--- src/hw/rtl/assert_macros.svh ---
// assertion macros for the rtl files, included by the top level
`ifndef ASSERT_MACROS_SVH
`define ASSERT_MACROS_SVH

`ifndef ASSERT_OFF

`define ASSERT_PROP(label, clk, rst, prop) \
   label: assert property (@(posedge clk) disable iff (rst) prop) \
      else $error("assertion failed");

`define ASSERT_NEVER(label, clk, rst, expr) \
   label: assert property (@(posedge clk) disable iff (rst) !(expr)) \
      else $error("forbidden condition seen");

`else

`define ASSERT_PROP(label, clk, rst, prop)

`define ASSERT_NEVER(label, clk, rst, expr)

`endif

`endif

--- src/hw/rtl/dmm_pkg.sv ---
// types and constants of the dense matrix multiply block
package dmm_pkg;

   localparam int IDX_W = 3;
   localparam int DIM_W = 4;
   localparam int VAL_W = 16;
   localparam int RES_W = 40;
   localparam int CSR_IDX_W = 2;

   localparam logic [CSR_IDX_W-1:0] CSR_ROWS_A = 2'd0;
   localparam logic [CSR_IDX_W-1:0] CSR_INNER_DIM = 2'd1;
   localparam logic [CSR_IDX_W-1:0] CSR_COLS_B = 2'd2;

   localparam logic [DIM_W-1:0] DIM_RESET = 4'd8;

   // one multiply-accumulate step from the controller
   typedef struct packed {
      logic             valid;
      logic             first_k;
      logic             last_k;
      logic             last_entry;
      logic [IDX_W-1:0] row;
      logic [IDX_W-1:0] col;
      logic [IDX_W-1:0] k;
   } dmm_cmd_type;

endpackage

--- src/hw/rtl/dmm_ram.sv ---
// generic single write port, single read port ram with registered read
module dmm_ram #(
   parameter int WIDTH = 16,
   parameter int DEPTH = 64
) (
   input  logic                                    clock,
   input  logic                                    wr_en,
   input  logic [((DEPTH > 1) ? $clog2(DEPTH) : 1)-1:0] wr_addr,
   input  logic [WIDTH-1:0]                        wr_data,
   input  logic                                    rd_en,
   input  logic [((DEPTH > 1) ? $clog2(DEPTH) : 1)-1:0] rd_addr,
   output logic [WIDTH-1:0]                        rd_data
);

   logic [WIDTH-1:0] mem_ff [DEPTH];
   logic [WIDTH-1:0] rd_data_ff;

   always_ff @(posedge clock) begin
      if (wr_en) begin
         mem_ff[wr_addr] <= wr_data;
      end
      if (rd_en) begin
         rd_data_ff <= mem_ff[rd_addr];
      end
   end

   assign rd_data = rd_data_ff;

endmodule

--- src/hw/rtl/dmm_ctrl.sv ---
// controller: dimension registers and the row, column, inner loop sequencer
module dmm_ctrl import dmm_pkg::*; #(
   parameter int MAX_DIM = 8
) (
   input  logic                 clock,
   input  logic                 reset,
   input  logic                 start,
   input  logic                 req_start_req,
   output logic                 busy,
   input  logic                 csr_valid,
   output logic                 csr_ready,
   input  logic [CSR_IDX_W-1:0] csr_index,
   input  logic [DIM_W-1:0]     csr_data,
   input  logic                 pipe_idle,
   output dmm_cmd_type          cmd
);

   localparam logic [1:0] ST_IDLE = 2'd0;
   localparam logic [1:0] ST_ISSUE = 2'd1;
   localparam logic [1:0] ST_DRAIN = 2'd2;

   logic [1:0]       state_ff, state_in;
   logic [DIM_W-1:0] rows_a_ff, rows_a_in;
   logic [DIM_W-1:0] inner_dim_ff, inner_dim_in;
   logic [DIM_W-1:0] cols_b_ff, cols_b_in;
   logic [IDX_W-1:0] row_ff, row_in;
   logic [IDX_W-1:0] col_ff, col_in;
   logic [IDX_W-1:0] k_ff, k_in;
   logic [IDX_W-1:0] last_row, last_col, last_k;
   logic             csr_wr;
   logic             k_wrap, col_wrap, row_wrap;

   // highest loop index: zero acts as one, too large acts as MAX_DIM
   function automatic logic [IDX_W-1:0] dim_last(input logic [DIM_W-1:0] d);
      logic [DIM_W-1:0] c;
      if (d == '0) begin
         c = '0;
      end else if (d > DIM_W'(MAX_DIM)) begin
         c = DIM_W'(MAX_DIM - 1);
      end else begin
         c = d - 1'b1;
      end
      return c[IDX_W-1:0];
   endfunction

   assign busy = (state_ff != ST_IDLE);
   assign csr_ready = !busy;
   assign csr_wr = csr_valid && csr_ready;

   assign last_row = dim_last(rows_a_ff);
   assign last_k = dim_last(inner_dim_ff);
   assign last_col = dim_last(cols_b_ff);

   assign k_wrap = (k_ff == last_k);
   assign col_wrap = k_wrap && (col_ff == last_col);
   assign row_wrap = col_wrap && (row_ff == last_row);

   always_comb begin
      rows_a_in = rows_a_ff;
      inner_dim_in = inner_dim_ff;
      cols_b_in = cols_b_ff;
      if (csr_wr) begin
         case (csr_index)
            CSR_ROWS_A: begin
               rows_a_in = csr_data;
            end
            CSR_INNER_DIM: begin
               inner_dim_in = csr_data;
            end
            CSR_COLS_B: begin
               cols_b_in = csr_data;
            end
            default: begin
            end
         endcase
      end
   end

   always_comb begin
      state_in = state_ff;
      row_in = row_ff;
      col_in = col_ff;
      k_in = k_ff;
      case (state_ff)
         ST_IDLE: begin
            row_in = '0;
            col_in = '0;
            k_in = '0;
            if (start && req_start_req) begin
               state_in = ST_ISSUE;
            end
         end
         ST_ISSUE: begin
            k_in = k_wrap ? '0 : k_ff + 1'b1;
            if (k_wrap) begin
               col_in = (col_ff == last_col) ? '0 : col_ff + 1'b1;
            end
            if (col_wrap) begin
               row_in = row_ff + 1'b1;
            end
            if (row_wrap) begin
               state_in = ST_DRAIN;
            end
         end
         ST_DRAIN: begin
            if (pipe_idle) begin
               state_in = ST_IDLE;
            end
         end
         default: begin
            state_in = ST_IDLE;
         end
      endcase
   end

   always_comb begin
      cmd.valid = (state_ff == ST_ISSUE);
      cmd.first_k = (k_ff == '0);
      cmd.last_k = k_wrap;
      cmd.last_entry = row_wrap;
      cmd.row = row_ff;
      cmd.col = col_ff;
      cmd.k = k_ff;
   end

   always_ff @(posedge clock) begin
      if (reset) begin
         state_ff <= ST_IDLE;
         rows_a_ff <= DIM_RESET;
         inner_dim_ff <= DIM_RESET;
         cols_b_ff <= DIM_RESET;
         row_ff <= '0;
         col_ff <= '0;
         k_ff <= '0;
      end else begin
         state_ff <= state_in;
         rows_a_ff <= rows_a_in;
         inner_dim_ff <= inner_dim_in;
         cols_b_ff <= cols_b_in;
         row_ff <= row_in;
         col_ff <= col_in;
         k_ff <= k_in;
      end
   end

endmodule

--- src/hw/rtl/dmm_datapath.sv ---
// datapath: element stores, multiplier, accumulator and result register
module dmm_datapath import dmm_pkg::*; #(
   parameter int MAX_DIM = 8,
   parameter int ELEM_WIDTH = 16
) (
   input  logic                    clock,
   input  logic                    reset,
   input  logic                    load_en,
   input  logic                    req_which_matrix,
   input  logic [IDX_W-1:0]        req_row_index,
   input  logic [IDX_W-1:0]        req_col_index,
   input  logic signed [VAL_W-1:0] req_element_value,
   input  dmm_cmd_type             cmd,
   output logic                    pipe_idle,
   output logic                    rsp_valid,
   output logic [IDX_W-1:0]        rsp_result_row,
   output logic [IDX_W-1:0]        rsp_result_col,
   output logic signed [RES_W-1:0] rsp_result_value,
   output logic                    rsp_last
);

   localparam int DEPTH = MAX_DIM * MAX_DIM;
   localparam int AW = (DEPTH > 1) ? $clog2(DEPTH) : 1;
   localparam int LOAD_W = (ELEM_WIDTH < VAL_W) ? ELEM_WIDTH : VAL_W;
   localparam int PROD_W = 2 * ELEM_WIDTH;
   localparam int ADDR_CALC_W = 2 * IDX_W + 1;

   logic [ELEM_WIDTH-1:0]      elem;
   logic                       in_range;
   logic [AW-1:0]              wr_addr, a_rd_addr, b_rd_addr;
   logic [ELEM_WIDTH-1:0]      a_rd, b_rd;
   dmm_cmd_type                s1_ff, s2_ff;
   logic signed [PROD_W-1:0]   prod_ff, prod_in;
   logic signed [RES_W-1:0]    acc_ff, acc_sum;
   logic                       rsp_valid_ff;
   logic [IDX_W-1:0]           rsp_row_ff, rsp_col_ff;
   logic signed [RES_W-1:0]    rsp_value_ff;
   logic                       rsp_last_ff;

   function automatic logic [AW-1:0] elem_addr(input logic [IDX_W-1:0] r,
                                               input logic [IDX_W-1:0] c);
      logic [ADDR_CALC_W-1:0] a;
      a = ADDR_CALC_W'(r) * ADDR_CALC_W'(MAX_DIM) + ADDR_CALC_W'(c);
      return a[AW-1:0];
   endfunction

   // low bits of the word, sign-extended to the element width
   assign elem = ELEM_WIDTH'($signed(req_element_value[LOAD_W-1:0]));
   assign in_range = (IDX_W'(0) == '0) &&
                     ({1'b0, req_row_index} < (IDX_W + 1)'(MAX_DIM)) &&
                     ({1'b0, req_col_index} < (IDX_W + 1)'(MAX_DIM));
   assign wr_addr = elem_addr(req_row_index, req_col_index);
   assign a_rd_addr = elem_addr(cmd.row, cmd.k);
   assign b_rd_addr = elem_addr(cmd.k, cmd.col);

   dmm_ram #(
      .WIDTH (ELEM_WIDTH),
      .DEPTH (DEPTH)
   ) u_a_store (
      .clock   (clock),
      .wr_en   (load_en && in_range && !req_which_matrix),
      .wr_addr (wr_addr),
      .wr_data (elem),
      .rd_en   (cmd.valid),
      .rd_addr (a_rd_addr),
      .rd_data (a_rd)
   );

   dmm_ram #(
      .WIDTH (ELEM_WIDTH),
      .DEPTH (DEPTH)
   ) u_b_store (
      .clock   (clock),
      .wr_en   (load_en && in_range && req_which_matrix),
      .wr_addr (wr_addr),
      .wr_data (elem),
      .rd_en   (cmd.valid),
      .rd_addr (b_rd_addr),
      .rd_data (b_rd)
   );

   assign prod_in = $signed(a_rd) * $signed(b_rd);
   // sums wrap at the accumulator width
   assign acc_sum = (s2_ff.first_k ? RES_W'(0) : acc_ff) + RES_W'(prod_ff);

   assign pipe_idle = !s1_ff.valid && !s2_ff.valid;

   always_ff @(posedge clock) begin
      if (reset) begin
         s1_ff <= '0;
         s2_ff <= '0;
         rsp_valid_ff <= 1'b0;
      end else begin
         s1_ff <= cmd;
         s2_ff <= s1_ff;
         rsp_valid_ff <= s2_ff.valid && s2_ff.last_k;
      end
   end

   always_ff @(posedge clock) begin
      prod_ff <= prod_in;
      if (s2_ff.valid) begin
         acc_ff <= acc_sum;
      end
      if (s2_ff.valid && s2_ff.last_k) begin
         rsp_row_ff <= s2_ff.row;
         rsp_col_ff <= s2_ff.col;
         rsp_value_ff <= acc_sum;
         rsp_last_ff <= s2_ff.last_entry;
      end
   end

   assign rsp_valid = rsp_valid_ff;
   assign rsp_result_row = rsp_row_ff;
   assign rsp_result_col = rsp_col_ff;
   assign rsp_result_value = rsp_value_ff;
   assign rsp_last = rsp_last_ff;

endmodule

--- src/hw/rtl/dense_matrix_multiply_top.sv ---
// top level of the dense matrix multiply block
// Element loads are accepted back to back while busy is low. An item
// with req_start_req set writes its element and then holds busy high for
// rows_a * inner_dim * cols_b multiply-accumulates (dimensions after
// clamping to 1..MAX_DIM), one per cycle through the single read port of
// each store, and until the read, multiply and accumulate steps drain.
// Each entry of C leaves on rsp_valid after inner_dim products, row-major, with
// rsp_last on the final one. Results are shown for one cycle and cannot be
// stalled. Configuration words are taken only while busy is low. Store
// entries hold no defined value until they are written.
`include "assert_macros.svh"

module dense_matrix_multiply_top import dmm_pkg::*; #(
   parameter int MAX_DIM = 8,
   parameter int ELEM_WIDTH = 16
) (
   input  logic                    clock,
   input  logic                    reset,
   input  logic                    start,
   output logic                    busy,
   input  logic                    req_which_matrix,
   input  logic [IDX_W-1:0]        req_row_index,
   input  logic [IDX_W-1:0]        req_col_index,
   input  logic signed [VAL_W-1:0] req_element_value,
   input  logic                    req_start_req,
   output logic                    rsp_valid,
   output logic [IDX_W-1:0]        rsp_result_row,
   output logic [IDX_W-1:0]        rsp_result_col,
   output logic signed [RES_W-1:0] rsp_result_value,
   output logic                    rsp_last,
   input  logic                    csr_valid,
   output logic                    csr_ready,
   input  logic [CSR_IDX_W-1:0]    csr_index,
   input  logic [DIM_W-1:0]        csr_data
);

   dmm_cmd_type cmd;
   logic        pipe_idle;
   logic        load_en;

   assign load_en = start && !busy;

   dmm_ctrl #(
      .MAX_DIM (MAX_DIM)
   ) u_ctrl (
      .clock         (clock),
      .reset         (reset),
      .start         (load_en),
      .req_start_req (req_start_req),
      .busy          (busy),
      .csr_valid     (csr_valid),
      .csr_ready     (csr_ready),
      .csr_index     (csr_index),
      .csr_data      (csr_data),
      .pipe_idle     (pipe_idle),
      .cmd           (cmd)
   );

   dmm_datapath #(
      .MAX_DIM    (MAX_DIM),
      .ELEM_WIDTH (ELEM_WIDTH)
   ) u_datapath (
      .clock             (clock),
      .reset             (reset),
      .load_en           (load_en),
      .req_which_matrix  (req_which_matrix),
      .req_row_index     (req_row_index),
      .req_col_index     (req_col_index),
      .req_element_value (req_element_value),
      .cmd               (cmd),
      .pipe_idle         (pipe_idle),
      .rsp_valid         (rsp_valid),
      .rsp_result_row    (rsp_result_row),
      .rsp_result_col    (rsp_result_col),
      .rsp_result_value  (rsp_result_value),
      .rsp_last          (rsp_last)
   );

   // a result word only appears during a multiply run
   `ASSERT_NEVER(a_rsp_only_busy, clock, reset, rsp_valid && !busy)
   // the final word ends the run
   `ASSERT_PROP(a_last_ends_run, clock, reset, rsp_valid && rsp_last |=> !busy && !rsp_valid)
   // a plain load never starts a run
   `ASSERT_PROP(a_load_stays_idle, clock, reset, start && !busy && !req_start_req |=> !busy)
   // no issue left over once idle
   `ASSERT_NEVER(a_idle_no_cmd, clock, reset, !busy && cmd.valid)

endmodule

--- config.mk ---
export PLATFORM = sky130hd
export DESIGN_NAME = dense_matrix_multiply_top
export DESIGN_NICKNAME = d
export VERILOG_FILES = /design/src/hw/rtl/dmm_pkg.sv /design/src/hw/rtl/dmm_ram.sv /design/src/hw/rtl/dmm_ctrl.sv /design/src/hw/rtl/dmm_datapath.sv /design/src/hw/rtl/dense_matrix_multiply_top.sv
export VERILOG_INCLUDE_DIRS = /design/src /design/src/hw/rtl
export SDC_FILE = /design/constraint.sdc
export NUM_CORES = 2
export LEC_CHECK = 0
export BUFFER_PORTS_ARGS = -buffer_cell sky130_fd_sc_hd__buf_2
export CAP_MARGIN = 10
export CORE_UTILIZATION = 30
export CTS_BUF_LIST = sky130_fd_sc_hd__clkbuf_16
export CTS_CLUSTER_DIAMETER = 200
export CTS_CLUSTER_SIZE = 20
export DETAILED_ROUTE_END_ITERATION = 10
export MAX_ROUTING_LAYER = met4
export PLACE_DENSITY_LB_ADDON = 0.25
export SKIP_LAST_GASP = 1
export SYNTH_ARGS = -nofsm -noshare
export SYNTH_HDL_FRONTEND = slang
export SYNTH_HIERARCHICAL = 1
export SYNTH_SLANG_ARGS = --single-unit
--- constraint.sdc ---
create_clock -name clock -period 8.3 [get_ports clock]
set_clock_uncertainty 0.2 [all_clocks]
set_input_delay 1.245 -clock clock [delete_from_list [all_inputs] [get_ports clock]]
set_output_delay 1.245 -clock clock [all_outputs]
set_load 0.01 [all_outputs]
After elaboration in Yosys (flattened, before gate mapping). Memory sizes are Yosys's and may differ from the RTL's. A register that Yosys moved wholly into a read port is not among the register bits. Cells that the tools add are included.

Add/sub/neg operators: 10. $mul: 1. Order comparisons: 3. Eq/ne operators: 12. Muxes and demuxes: 22. Reductions and logical operators: 27.

Operators with widths (count): adder 40 x 32 -> 40 bit (1); two-way mux 40 bit (1); multiplier 16 x 16 -> 32 bit (1); two-way mux 3 bit (10); adder 6 x 3 -> 6 bit (3); case mux 3 bit (2 select lines) (3); greater-than comparator 4 bit (second input constant) (3); zero test 4 bit (3); AND reduction 2 bit (5); adder 3 x 1 -> 3 bit (second input constant) (3); == test 3 bit (3); logical AND 1 bit (9); subtractor 3 x 1 -> 3 bit (second input constant) (3); inequality test 2 bit (second input constant) (4); two-way mux 2 bit (3); case mux 2 bit (3 select lines) (1); == test 2 x 1 -> 1 bit (second input constant) (2); == test 2 bit (second input constant) (2); zero test 1 bit (4); zero test 2 bit (2); two-way mux 1 bit (4); nonzero test 2 bit (2); zero test 3 bit (1); AND reduction 3 bit (1); inequality test 2 x 1 -> 1 bit (second input constant) (1).

Bits in registers: 163. Bits in writable memories: 2048. Bits of input ports: 34. Output and inout bits: 50. Logic and storage cells: 103. Memories: 2.

Memory list: u_datapath.u_a_store.mem_ff (depth 64, bits a word 16, rd ports 1, clocked after Yosys merged registers in 1, wr ports 1, RTL line dmm_ram.sv:15) `logic [WIDTH-1:0] mem_ff [DEPTH];`; u_datapath.u_b_store.mem_ff (depth 64, bits a word 16, rd ports 1, clocked after Yosys merged registers in 1, wr ports 1, RTL line dmm_ram.sv:15).

Depth between registers and ports, before layout.
Word-level depth: 8. Depth in mapped cells: 24. Gate-level depth less buffers: 23.

Modules after synthesis. The synthesis kept the hierarchy.

By module, submodules not included: dmm_ram (times used 2, cells each 1829, area an instance 40202.3 sq um, seq. area each 31230.0 sq um); dmm_datapath (times used 1, cells each 1566, area an instance 15807.7 sq um, seq. area each 3673.5 sq um); dmm_ctrl (times used 1, cells each 186, area an instance 1534.0 sq um, seq. area each 460.4 sq um); dense_matrix_multiply_top (times used 1, cells each 1, area an instance 13.8 sq um, seq. area each 0.0 sq um).

Worst setup path before layout. Ideal clock, no wire load.

Path type: flip-flop to flip-flop. Start: register u_datapath.u_b_store.rd_data_ff[7], in the netlist u_datapath/u_b_store/rd_data[7], read port of u_datapath.u_b_store.mem_ff. End: register u_datapath.prod_ff[24]. Setup time: 0.072 ns. Data arrival time: 6.013 ns. Data required time: 8.028 ns. Path slack: 2.015 ns. Stages on the path, launching flop included: 24. Buffers on the path: 1. Clock period less this slack: 6.285 ns. Path through: edfxtp_1 -> clkbuf_1 -> nand2_1 -> fa_1 -> inv_1 -> fa_1 -> inv_1 -> fa_1 -> inv_1 -> fa_1 -> fa_1 -> inv_1 -> fa_1 -> inv_1 -> ha_1 -> a211oi_1 -> o31ai_1 -> a211oi_1 -> a21oi_1 -> o21a_1 -> o41a_1 -> a21o_1 -> a21oi_1 -> xnor2_1.

Word-level cells in the longest chain between the ends: 1.

RTL lines: from (decl) (RTL line dmm_ram.sv:16) `logic [WIDTH-1:0] rd_data_ff;`; multiplier 16 x 16 -> 32 bit (RTL line dmm_datapath.sv:82) `assign prod_in = $signed(a_rd) * $signed(b_rd);`; net u_datapath.prod_in[24] (RTL line dmm_datapath.sv:33) `logic signed [PROD_W-1:0] prod_ff, prod_in;`; to (signal assigned) (RTL line dmm_datapath.sv:101) `prod_ff <= prod_in;`; to (decl) (RTL line dmm_datapath.sv:33).

The timed path passes the listed nets, and every way through them passes these cells. A chain may end at the register's enable or synchronous reset.

Worst setup path in the final report.
Start: register u_datapath.u_a_store.rd_data_ff[7], in the netlist u_datapath/u_a_store/rd_data[7], read port of u_datapath.u_a_store.mem_ff. End: register u_datapath.prod_ff[24].

Word-level cells in the longest chain between the ends: 1.

RTL lines (RTL line): from (decl) (dmm_ram.sv:16); multiplier 16 x 16 -> 32 bit (dmm_datapath.sv:82); net u_datapath.prod_in[24] (dmm_datapath.sv:33).

The timed path passes the listed nets, and every way through them passes these cells.

==> qor.yml <==
status: "finished, violations left"
failed_checks: "DRC"
place_hpwl_um: 161000
yosysSeqAreaShare_pct: 68.1
synth.top_cell.area_share_pct: 66.6
rows: 209
synth_cell_types: 83
antenna_found_initial: 13
ant_nets: 0
start_util_pct: 30.1
power.density_nw_per_um2: 261
fin_tns_setup_ns: 0
routedWlPerCell_um: 25.5
irDropWorstVdd_v: 0.000446
layout_setup_ws_ns: 1.42
ys_top_cells_by_area: "edfxtp_1, mux4_2, fa_1, mux2i_1, ha_1"
dr.pass1.iters: 8
fp.dieW_um: 573
maxCapViolations: 0
worstPathRequired_ns: 8.81
cts_root_buf: "clkbuf_16"
p_leak_nw: 34.1
min_path_cells: 0
postSynthAreaPerCell_um2: 18.1
clkSinkCount: 2243
synth_edf_count: 2167
first_global_vias: 50399
worstMarginPinSlew_ns: 1.26
area_growth_syn_to_layout_pct: 9.77
drt-total-wl_um: 254000
cpPeakStageDelay_ns: 0.71
drv_slew: 0
synth_area_um2: 97800
overflow: 0
synth_fp_nets: 5836
synthTopCellsByCount: "edfxtp_1, mux4_2, inv_1"
synth_seq_cells: 2243
min_period_ns: 6.88
core_um2: 324000
cp_top_family: "adder cells"
dieArea_um2: 328000
hp-class: "flip-flop to flip-flop"
grt_pass1_wl_um: 368000
hold_viol: 0
fin_cells: 9953
rsz0062_at_grt: "no"
yosys.area.top_type: "edfxtp_1"
hold_ws_ns: 0.207
vias: 48951
post_cts_buffers: 0
cts_tree: "done"
synth.most_common_cell: "edfxtp_1"
pre_cts_slack_ns: 1.45
crit_type: "flip-flop to flip-flop"
cp.depth: 22
r2r_cells: 22
grt_max_degree: 113
max_freq_mhz: 145
gp_congestion: 0.832
drc_errors: 60
nNetsFinal: 5978
drive_gt1_share_pct: 17.4
relSlewSlack_pct: 15.4
cp-start-kind: "flip-flop"
critical_path_buf_inv_count: 5
cts_buffers: 138
htreeDepth: 4
setup_viol: 0
cpMaxStageDelayCell: "edfxtp_1"
ys.flop_type: "edfxtp_1"
die_h_um: 573
async_flop_share_pct: 0
cp_common_cell: "fa_1"
viasPerCell: 4.92
dp_cells: 9737
grtUsageTotal_pct: 15.7
syn_inst: 5411
cp-end-kind: "flip-flop"
clkSlewWorstSetupHoldPaths_ns: 0.08
period_share_pct: 82.9
clock_latency_ns: 0.84
crit_fanout: 16
cts_resized: 0
arrival_ns: 7.40
cts-hold-fix-buffers: 0
path_cells: "nand2_1, fa_1, inv_1, fa_1, inv_1, fa_1, inv_1, fa_1, fa_1, inv_1, fa_1, inv_1, ha_1, a211oi_1, o31ai_1, a211oi_1, a21oi_1, o21a_1, o41a_1, a21o_1, a21oi_1, xnor2_1"
clockBufferDepth: 4
io_buffers: 83
io_pins: 84
drt_iter0_markers: 4262
yosys_warnings: 6
==> where the power goes <==
part	total, W	switching (W)	internal, W
clock	0.00673	0.00366	0.00306
combinational	0.00846	0.00487	0.00359
sequential	0.0129	0.0000993	0.0128
total	0.0281	0.00863	0.0194
==> cell families after synthesis <==
logic type	after synthesis	synth area share, %
XOR/XNOR	74	0.663
AND/OR/NAND/NOR	959	4.91
AO/OA/AOI/OAI	481	3.48
adder cells (fa/ha/maj)	393	7.04
buffers and inverters	578	2.95
multiplexers	683	12.8
flip-flops	2243	68.1
==> worst reg2reg max path, delay by kind of cell (launching register included) <==
family	cells	cell delay [ns]
AO/OA/AOI/OAI	8	1.98
XOR/XNOR	1	0.13
adder cells (fa/ha/maj)	7	3.37
buffers and inverters	5	0.25
flip-flops	1	0.71
AND/OR/NAND/NOR	1	0.16
==> layout make-up <==
type | instances | area (um^2)
diodes | 15 | 37.5
multi-input cells | 2590 | 28400
flip-flops and latches | 2243 | 66600
clock inverters | 60 | 274
fillers | 31119 | 217000
clock buffers | 140 | 3500
inverters | 316 | 1190
repair buffers | 264 | 1900
well taps | 4325 | 5410
==> per-layer routing <==
| metal | part of all wire (%) | global-route usage, % | up-vias |
|---|---|---|---|
| met2 | 50 | 26.5 | 1009 |
| met1 | 44 | 20.6 | 26574 |
| met5 | 0 | - | - |
| met3 | 3.7 | 1.53 | 264 |
| li1 | - | - | 21104 |
| met4 | 2.2 | 3.62 | 0 |
==> stage by stage <==
stage / power, W / utilization [%] / area (um^2)
after floorplan: 0.0195 / - / 97800
after global placement: 0.0216 / 31.9 / 103000
after detailed placement: 0.0217 / 31.9 / 103000
after CTS: 0.0284 / 33.1 / 107000
after global routing: 0.0299 / 33.1 / 107000
final: 0.0281 / 33.1 / 107000
==> layout by cell type, fill, tap and decap left out, types with 34 or more instances in the layout <==
cell type	instances
xnor2_1	55
clkbuf_16	140
nand2_1	283
a21oi_1	91
nand3_1	60
mux4_2	440
nor2_1	191
and2_1	133
dfxtp_1	67
nand4_1	34
o21ai_0	58
fa_1	263
a22oi_1	79
edfxtp_1	2167
inv_1	368
buf_2	67
mux2i_1	179
mux2_2	56
a221oi_1	34
nor2b_1	130
buf_4	191
ha_1	128
==> worst paths after layout <==
| check | endpoint | slack (ns) | from |
|---|---|---|---|
| worst max-delay path | u_datapath/prod_ff[24] | 1.42 | u_datapath/u_a_store/rd_data[7] |
| worst min-delay path | u_datapath/rsp_result_row[2] | 0.21 | u_datapath/s2_ff[8] |
| worst max register to register | u_datapath/prod_ff[24] | 1.42 | u_datapath/u_a_store/rd_data[7] |
| worst min register to register | u_datapath/rsp_result_row[2] | 0.21 | u_datapath/s2_ff[8] |
==> sequential cells by signal (all words and copies together), names as in the netlist, 2 cells and up <==
register and count:
u_datapath/u_a_store/mem_ff 1024, u_datapath/u_b_store/mem_ff 1024, u_datapath/acc_ff 40, u_datapath/rsp_result_value 40
u_datapath/prod_ff 32, u_datapath/u_a_store/rd_data 16, u_datapath/u_b_store/rd_data 16, u_datapath/s1_ff 10
u_datapath/s2_ff 10, u_ctrl/cols_b_ff 4, u_ctrl/inner_dim_ff 4, u_ctrl/rows_a_ff 4
u_ctrl/col_ff 3, u_ctrl/k_ff 3, u_ctrl/row_ff 3, u_datapath/rsp_result_col 3
u_datapath/rsp_result_row 3, u_ctrl/state_ff 2
No activity file was read; power rests on OpenSTA's default activity.
